==> config.mk <==
export PLATFORM = sky130hd
export DESIGN_NAME = arm_dsp_saturate_multiply_unit
export DESIGN_NICKNAME = d
export VERILOG_FILES = /design/src/hdl/adsmu_pkg.sv /design/src/hdl/arm_dsp_saturate_multiply_unit.sv
export SDC_FILE = /design/constraint.sdc
export NUM_CORES = 2
export LEC_CHECK = 0
export BUFFER_PORTS_ARGS = -buffer_cell sky130_fd_sc_hd__buf_4
export CELL_PAD_IN_SITES_DETAIL_PLACEMENT = 0
export CELL_PAD_IN_SITES_GLOBAL_PLACEMENT = 1
export CORE_MARGIN = 5
export CORE_UTILIZATION = 30
export DETAILED_ROUTE_END_ITERATION = 12
export HOLD_SLACK_MARGIN = 0.12
export PLACE_DENSITY = 0.61
export SYNTH_ARGS = -nofsm -noshare
export SYNTH_HDL_FRONTEND = slang
export SYNTH_SLANG_ARGS = --single-unit
==> constraint.sdc <==
create_clock -name i_clk -period 16.2 [get_ports i_clk]
set_input_delay 3.24 -clock i_clk [delete_from_list [all_inputs] [get_ports i_clk]]
set_output_delay 3.24 -clock i_clk [all_outputs]
set_load 0.005 [all_outputs]
==> src/hdl/adsmu_pkg.sv <==
// Shared codes and helpers for the DSP saturate / multiply unit.
// No dependencies; imported by arm_dsp_saturate_multiply_unit.
package adsmu_pkg;

    localparam int WORD_W = 32;
    localparam int HALF_W = 16;
    localparam int PROD_W = WORD_W + HALF_W;

    localparam logic [2:0] CMD_QADD  = 3'd0;
    localparam logic [2:0] CMD_QSUB  = 3'd1;
    localparam logic [2:0] CMD_QDADD = 3'd2;
    localparam logic [2:0] CMD_QDSUB = 3'd3;
    localparam logic [2:0] CMD_SMLA  = 3'd4;
    localparam logic [2:0] CMD_SMLAW = 3'd5;
    localparam logic [2:0] CMD_SMLAL = 3'd6;
    localparam logic [2:0] CMD_SMUL  = 3'd7;

    localparam logic [WORD_W-1:0] SAT_MAX = 32'h7FFF_FFFF;
    localparam logic [WORD_W-1:0] SAT_MIN = 32'h8000_0000;

    // signed halfword pick, hi = 1 takes bits 31..16
    function automatic logic signed [HALF_W-1:0] f_half(input logic [WORD_W-1:0] v,
                                                        input logic hi);
        logic [HALF_W-1:0] h;
        h = hi ? v[WORD_W-1:HALF_W] : v[HALF_W-1:0];
        return signed'(h);
    endfunction

endpackage

==> src/hdl/arm_dsp_saturate_multiply_unit.sv <==
// DSP extension execute unit: QADD/QSUB/QDADD/QDSUB and the SMLA/SMUL family.
// Depends on adsmu_pkg (codes, saturation limits, halfword select).
//
//  channel | valid   | stall   | payload
//  --------+---------+---------+------------------------------------------------
//  in      | i_valid | o_stall | i_cmd i_sel_x i_sel_y i_opnd_a i_opnd_b
//          |         |         | i_acc_low i_acc_high
//  out     | o_valid | i_stall | o_result_low o_result_high o_writes_high o_sets_q
//
// Three register stages: operand select / doubling, 32x16 multiply and saturating
// add, accumulate into the output register. One transfer per cycle sustained while
// i_stall is low. Each stage advances when the one after it is empty or moving,
// so bubbles close up and a stalled output holds. Reset is synchronous, active low,
// and clears only the stage valid bits.
module arm_dsp_saturate_multiply_unit
    import adsmu_pkg::*;
(
    input  logic                     i_clk,
    input  logic                     i_rst_n,
    input  logic                     i_valid,
    output logic                     o_stall,
    input  logic [2:0]               i_cmd,
    input  logic                     i_sel_x,
    input  logic                     i_sel_y,
    input  logic signed [WORD_W-1:0] i_opnd_a,
    input  logic signed [WORD_W-1:0] i_opnd_b,
    input  logic [WORD_W-1:0]        i_acc_low,
    input  logic [WORD_W-1:0]        i_acc_high,
    output logic                     o_valid,
    input  logic                     i_stall,
    output logic [WORD_W-1:0]        o_result_low,
    output logic [WORD_W-1:0]        o_result_high,
    output logic                     o_writes_high,
    output logic                     o_sets_q
);

    logic rdy1, rdy2, rdy3;

    // stage 1
    logic                     r_s1_v;
    logic [2:0]               r_s1_cmd;
    logic                     r_s1_sx;
    logic [WORD_W-1:0]        r_s1_n;
    logic [WORD_W-1:0]        r_s1_b;
    logic                     r_s1_qd;
    logic signed [WORD_W-1:0] r_s1_mx;
    logic signed [HALF_W-1:0] r_s1_my;
    logic [WORD_W-1:0]        r_s1_alo;
    logic [WORD_W-1:0]        r_s1_ahi;

    // stage 2
    logic                     r_s2_v;
    logic [2:0]               r_s2_cmd;
    logic                     r_s2_sx;
    logic signed [PROD_W-1:0] r_s2_prod;
    logic [WORD_W-1:0]        r_s2_sat;
    logic                     r_s2_q;
    logic [WORD_W-1:0]        r_s2_alo;
    logic [WORD_W-1:0]        r_s2_ahi;

    // stage 3 / output
    logic                     r_s3_v;
    logic [WORD_W-1:0]        r_s3_lo;
    logic [WORD_W-1:0]        r_s3_hi;
    logic                     r_s3_wh;
    logic                     r_s3_q;

    assign rdy3    = !r_s3_v || !i_stall;
    assign rdy2    = !r_s2_v || rdy3;
    assign rdy1    = !r_s1_v || rdy2;
    assign o_stall = !rdy1;

    // ---------------- stage 1: doubling and multiplier operands
    logic                     s1_dbl;
    logic                     s1_dov;
    logic [WORD_W-1:0]        n_s1_n;
    logic signed [WORD_W-1:0] n_s1_mx;
    logic signed [HALF_W-1:0] s1_hb;

    always_comb begin
        s1_dbl = (i_cmd == CMD_QDADD) || (i_cmd == CMD_QDSUB);
        // 2a overflows when the top two bits differ
        s1_dov = i_opnd_a[WORD_W-1] ^ i_opnd_a[WORD_W-2];
        if (!s1_dbl) begin
            n_s1_n = i_opnd_a;
        end else if (s1_dov) begin
            n_s1_n = i_opnd_a[WORD_W-1] ? SAT_MIN : SAT_MAX;
        end else begin
            n_s1_n = {i_opnd_a[WORD_W-2:0], 1'b0};
        end
        s1_hb = f_half(i_opnd_b, i_sel_x);
        if (i_cmd == CMD_SMLAW) begin
            n_s1_mx = i_opnd_b;
        end else begin
            n_s1_mx = WORD_W'(s1_hb);
        end
    end

    always_ff @(posedge i_clk) begin
        if (!i_rst_n) begin
            r_s1_v <= 1'b0;
        end else if (rdy1) begin
            r_s1_v <= i_valid;
        end
        if (rdy1 && i_valid) begin
            r_s1_cmd <= i_cmd;
            r_s1_sx  <= i_sel_x;
            r_s1_n   <= n_s1_n;
            r_s1_b   <= i_opnd_b;
            r_s1_qd  <= s1_dbl && s1_dov;
            r_s1_mx  <= n_s1_mx;
            r_s1_my  <= f_half(i_opnd_a, i_sel_y);
            r_s1_alo <= i_acc_low;
            r_s1_ahi <= i_acc_high;
        end
    end

    // ---------------- stage 2: multiply, saturating add/sub
    logic                     s2_sub;
    logic signed [WORD_W:0]   s2_sum;
    logic [WORD_W-1:0]        n_s2_sat;
    logic                     s2_ov;
    logic signed [PROD_W-1:0] n_s2_prod;

    always_comb begin
        s2_sub = (r_s1_cmd == CMD_QSUB) || (r_s1_cmd == CMD_QDSUB);
        if (s2_sub) begin
            s2_sum = $signed({r_s1_b[WORD_W-1], r_s1_b})
                   - $signed({r_s1_n[WORD_W-1], r_s1_n});
        end else begin
            s2_sum = $signed({r_s1_b[WORD_W-1], r_s1_b})
                   + $signed({r_s1_n[WORD_W-1], r_s1_n});
        end
        s2_ov = s2_sum[WORD_W] ^ s2_sum[WORD_W-1];
        if (s2_ov) begin
            n_s2_sat = s2_sum[WORD_W] ? SAT_MIN : SAT_MAX;
        end else begin
            n_s2_sat = s2_sum[WORD_W-1:0];
        end
        n_s2_prod = PROD_W'(r_s1_mx) * PROD_W'(r_s1_my);
    end

    always_ff @(posedge i_clk) begin
        if (!i_rst_n) begin
            r_s2_v <= 1'b0;
        end else if (rdy2) begin
            r_s2_v <= r_s1_v;
        end
        if (rdy2 && r_s1_v) begin
            r_s2_cmd  <= r_s1_cmd;
            r_s2_sx   <= r_s1_sx;
            r_s2_prod <= n_s2_prod;
            r_s2_sat  <= n_s2_sat;
            r_s2_q    <= r_s1_qd || s2_ov;
            r_s2_alo  <= r_s1_alo;
            r_s2_ahi  <= r_s1_ahi;
        end
    end

    // ---------------- stage 3: accumulate
    logic [WORD_W-1:0]     s3_acc_src;
    logic signed [WORD_W:0] s3_acc;
    logic [2*WORD_W-1:0]   s3_long;
    logic [WORD_W-1:0]     n_s3_lo;
    logic [WORD_W-1:0]     n_s3_hi;
    logic                  n_s3_wh;
    logic                  n_s3_q;

    always_comb begin
        // SMLAW takes bits 47..16 of the product (added unless sel_x), SMLA the 32-bit 16x16 product
        s3_acc_src = (r_s2_cmd == CMD_SMLAW) ? r_s2_prod[PROD_W-1:HALF_W]
                                             : r_s2_prod[WORD_W-1:0];
        s3_acc     = $signed({s3_acc_src[WORD_W-1], s3_acc_src})
                   + $signed({r_s2_alo[WORD_W-1], r_s2_alo});
        s3_long    = {r_s2_ahi, r_s2_alo}
                   + {{WORD_W{r_s2_prod[WORD_W-1]}}, r_s2_prod[WORD_W-1:0]};
        n_s3_lo = '0;
        n_s3_hi = '0;
        n_s3_wh = 1'b0;
        n_s3_q  = 1'b0;
        case (r_s2_cmd)
            CMD_QADD, CMD_QSUB, CMD_QDADD, CMD_QDSUB: begin
                n_s3_lo = r_s2_sat;
                n_s3_q  = r_s2_q;
            end
            CMD_SMLA: begin
                n_s3_lo = s3_acc[WORD_W-1:0];
                n_s3_q  = s3_acc[WORD_W] ^ s3_acc[WORD_W-1];
            end
            CMD_SMLAW: begin
                if (r_s2_sx) begin
                    n_s3_lo = s3_acc_src;
                end else begin
                    n_s3_lo = s3_acc[WORD_W-1:0];
                    n_s3_q  = s3_acc[WORD_W] ^ s3_acc[WORD_W-1];
                end
            end
            CMD_SMLAL: begin
                n_s3_lo = s3_long[WORD_W-1:0];
                n_s3_hi = s3_long[2*WORD_W-1:WORD_W];
                n_s3_wh = 1'b1;
            end
            CMD_SMUL: begin
                n_s3_lo = r_s2_prod[WORD_W-1:0];
            end
            default: begin
                n_s3_lo = '0;
            end
        endcase
    end

    always_ff @(posedge i_clk) begin
        if (!i_rst_n) begin
            r_s3_v <= 1'b0;
        end else if (rdy3) begin
            r_s3_v <= r_s2_v;
        end
        if (rdy3 && r_s2_v) begin
            r_s3_lo <= n_s3_lo;
            r_s3_hi <= n_s3_hi;
            r_s3_wh <= n_s3_wh;
            r_s3_q  <= n_s3_q;
        end
    end

    assign o_valid       = r_s3_v;
    assign o_result_low  = r_s3_lo;
    assign o_result_high = r_s3_hi;
    assign o_writes_high = r_s3_wh;
    assign o_sets_q      = r_s3_q;

`ifndef NO_ASSERTIONS
    a_rst_clears: assert property (@(posedge i_clk) !i_rst_n |=> !o_valid)
        else $error("output valid after reset");

    a_high_zero: assert property (@(posedge i_clk) disable iff (!i_rst_n)
        (o_valid && !o_writes_high) |-> (o_result_high == '0))
        else $error("high word set without second destination");

    a_long_no_q: assert property (@(posedge i_clk) disable iff (!i_rst_n)
        (o_valid && o_writes_high) |-> !o_sets_q)
        else $error("64-bit accumulate reported Q");

    a_s2_hold: assert property (@(posedge i_clk) disable iff (!i_rst_n)
        (r_s2_v && !rdy3) |=> (r_s2_v && $stable(r_s2_prod) && $stable(r_s2_cmd)))
        else $error("stage 2 lost or changed while blocked");

    a_s1_hold: assert property (@(posedge i_clk) disable iff (!i_rst_n)
        (r_s1_v && !rdy2) |=> (r_s1_v && $stable(r_s1_n) && $stable(r_s1_mx)))
        else $error("stage 1 lost or changed while blocked");
`endif

endmodule
==> impl_metrics.ini <==
[clock_network]
clkSlewWorstSetupHoldPaths_ns = 0.06
cts.htree.levels = 2
cts-resized-gates = 0
clock_path_buffers = 3
post_cts_buffers = 0
cts_buffers = 47
holdBufCountCts = 0
cts_tree = yes
root_buffer = clkbuf_16
clock_sinks = 399
clk_latency_ns = 0.63

[logic_synthesis]
synth_seq_cells = 399
synth-edff-count = 396
async_flop_share_pct = 0
ys.flop_type = edfxtp_1
synth_simple_gate_area_share_pct = 12.3
yosys_warnings = 0
synth_area_leader_cell = edfxtp_1
ys_types = 85
synth_top_area_share_pct = 30.0
syn_area_um2 = 39600
synth.top_cells.by_area = edfxtp_1 (30%), fa_1 (25%), ha_1 (7.7%), inv_1 (5.6%), nand2_1 (4.0%)
synth_compound_area_share_pct = 11.3
synth_fa_ha_area_share_pct = 32.6
synth_top_family_by_area = adder cells
synthMuxAreaShare_pct = 2.03
seq_area_frac_synth_pct = 30.2
synth_cells = 3886
synthTopCellsByCount = inv_1 (591), fa_1 (489), nand2_1 (417)
synth.net_count = 4757
synth-xor-area-share_pct = 4.36
syn_avg_cell_area_um2 = 10.2
synth.most_common_cell = inv_1

[die]
io_pins = 205
die_area_um2 = 139000
core_area_um2 = 131000
initial_utilization_pct = 30.2
die_x_um = 373
fp-row-count = 133
die_height_um = 373

[worst_setup_path]
crit_arrival_ns = 8.01
cpMostUsedCell = fa_1
required_ns = 16.57
critPathBufInv = 4
critPathSlowestCell = edfxtp_1
start_kind = flip-flop
worst_setup_path_end_kind = flip-flop
worst_path_largest_cell_delay_ns = 0.70
crit_family = adder cells
cp_max_fo = 20
path_cells = clkinv_1 > buf_4 > nor2_1 > fa_1 > fa_1 > fa_1 > fa_1 > fa_1 > inv_1 > fa_1 > inv_1 > ha_1 > a21oi_1 > nand3_1 > and4_1 > a221o_1 > o21ai_1 > o21ai_1 > a2111o_1 > a21o_1 > a21oi_1 > xnor2_1
critPathKind = flip-flop to flip-flop

[drt]
dr.pass1.iters = 7
drt-total-wl_um = 127000
wl_per_cell_um = 21.8
vias_per_cell = 4.88
ant_nets = 0
drtIter0Drc = 1970
drc = 0
num_vias = 28400

[placed_design]
io_buffers = 204
hpwl_um = 96500
placedInstanceArea_um2 = 43100
gp_congestion = 0.855

[sta]
hold_viol = 0
setup_viol = 0
slew_headroom_pct = 16.0
fmax_ghz = 0.131
fin_worst_skew_ns = 0.0455
final.setup.tns_ns = 0
period_minus_slack_ns = 7.64
min_period_over_period_pct = 47.2
rsz0062_at_grt = no
report.final.slew_viol_count = 0
tightest_slew_ns = 1.25

[min_path]
hp-class = flip-flop to flip-flop

[global_routing]
grtUsageTotal_pct = 18.0
grt_pass1_vias = 29100
grt_overflow = 0
antenna_found_initial = 1
grt_pass1_wl_um = 191000
grt_max_degree = 127

[final_layout]
diodes = 0
synthToLayoutAreaGrowth_pct = 12.8
drive_gt1_share_pct = 10.3
layout.nets = 4898
final_cell_area_um2 = 44700

[outcome]
status = completed

[job]
maxCapViolCount = 0
## layout by cell type, fill, tap and decap left out, types with 47 or more instances in the layout
master     count
inv_1        591
fa_1         489
nand2_1      416
edfxtp_1     396
a21oi_1      253
buf_4        249
ha_1         245
and2_1       212
nor2_1       209
a21o_1       117
xnor2_1      116
o21ai_0      110
xor2_1        73
mux2_2        66
clkbuf_16     47
## worst paths after layout
check,startpoint,depth (start not counted),end,slack [ns]
setup / recovery,r_s1_my[15]$_DFFE_PP_,22,r_s2_prod[47]$_DFFE_PP_,8.56
hold / removal,r_s1_alo[22]$_DFFE_PP_,0,r_s2_alo[22]$_DFFE_PP_,0.42
setup reg to reg,r_s1_my[15]$_DFFE_PP_,22,r_s2_prod[47]$_DFFE_PP_,8.56
hold reg to reg,r_s1_alo[22]$_DFFE_PP_,0,r_s2_alo[22]$_DFFE_PP_,0.42
## flip-flops by register name (all words and copies together), names as in the netlist, 3 cells and up
signal         cells
r_s1_mx           32
r_s1_b            32
r_s2_cmd           3
o_result_high     32
r_s1_n            32
r_s1_my           16
r_s2_ahi          32
r_s2_alo          32
r_s1_ahi          32
r_s2_prod         48
o_result_low      32
r_s1_alo          32
r_s2_sat          32
r_s1_cmd           3
## kinds of logic after synthesis
kind of cell / after synthesis
AO/OA/AOI/OAI: 705
XOR/XNOR: 192
adder cells (fa/ha/maj): 739
buffers and inverters: 751
flip-flops: 399
multiplexers: 72
AND/OR/NAND/NOR: 1028
## routing by layer
| metal | GRT usage [%] | vias to the layer above | wire length [µm] |
|---|---|---|---|
| met3 | 2.73 | 160 | 6760 |
| li1 | - | 13100 | - |
| met1 | 25.6 | 14300 | 59300 |
| met2 | 27.9 | 787 | 56200 |
| met4 | 6.17 | 0 | 4800 |
| met5 | 0 | - | 0 |
## area by class of cell
type	count	area, µm²
fill	13400	86600
multi-input combinational	2736	24900
sequential	399	12000
inverter	593	2230
tap	1755	2200
timing repair buffer	250	1890
clock buffer	52	1190
clock inverter	36	358
## through the flow
step                      hold slack (ns)  instances  worst slack, ns  util (%)
after CTS                           0.418       5821             8.55      34.0
after global routing                0.419       5821             8.26      34.0
after global placement              0.403       5733             8.57      32.8
final                               0.416       5821             8.56      34.0
after floorplan                     0.400       3886             3.84         -
after detailed placement            0.405       5733             8.54      32.8
Power is left out: the tool's default activity adds up to more than one toggle a clock period on the data nets, which glitch-free logic cannot reach.
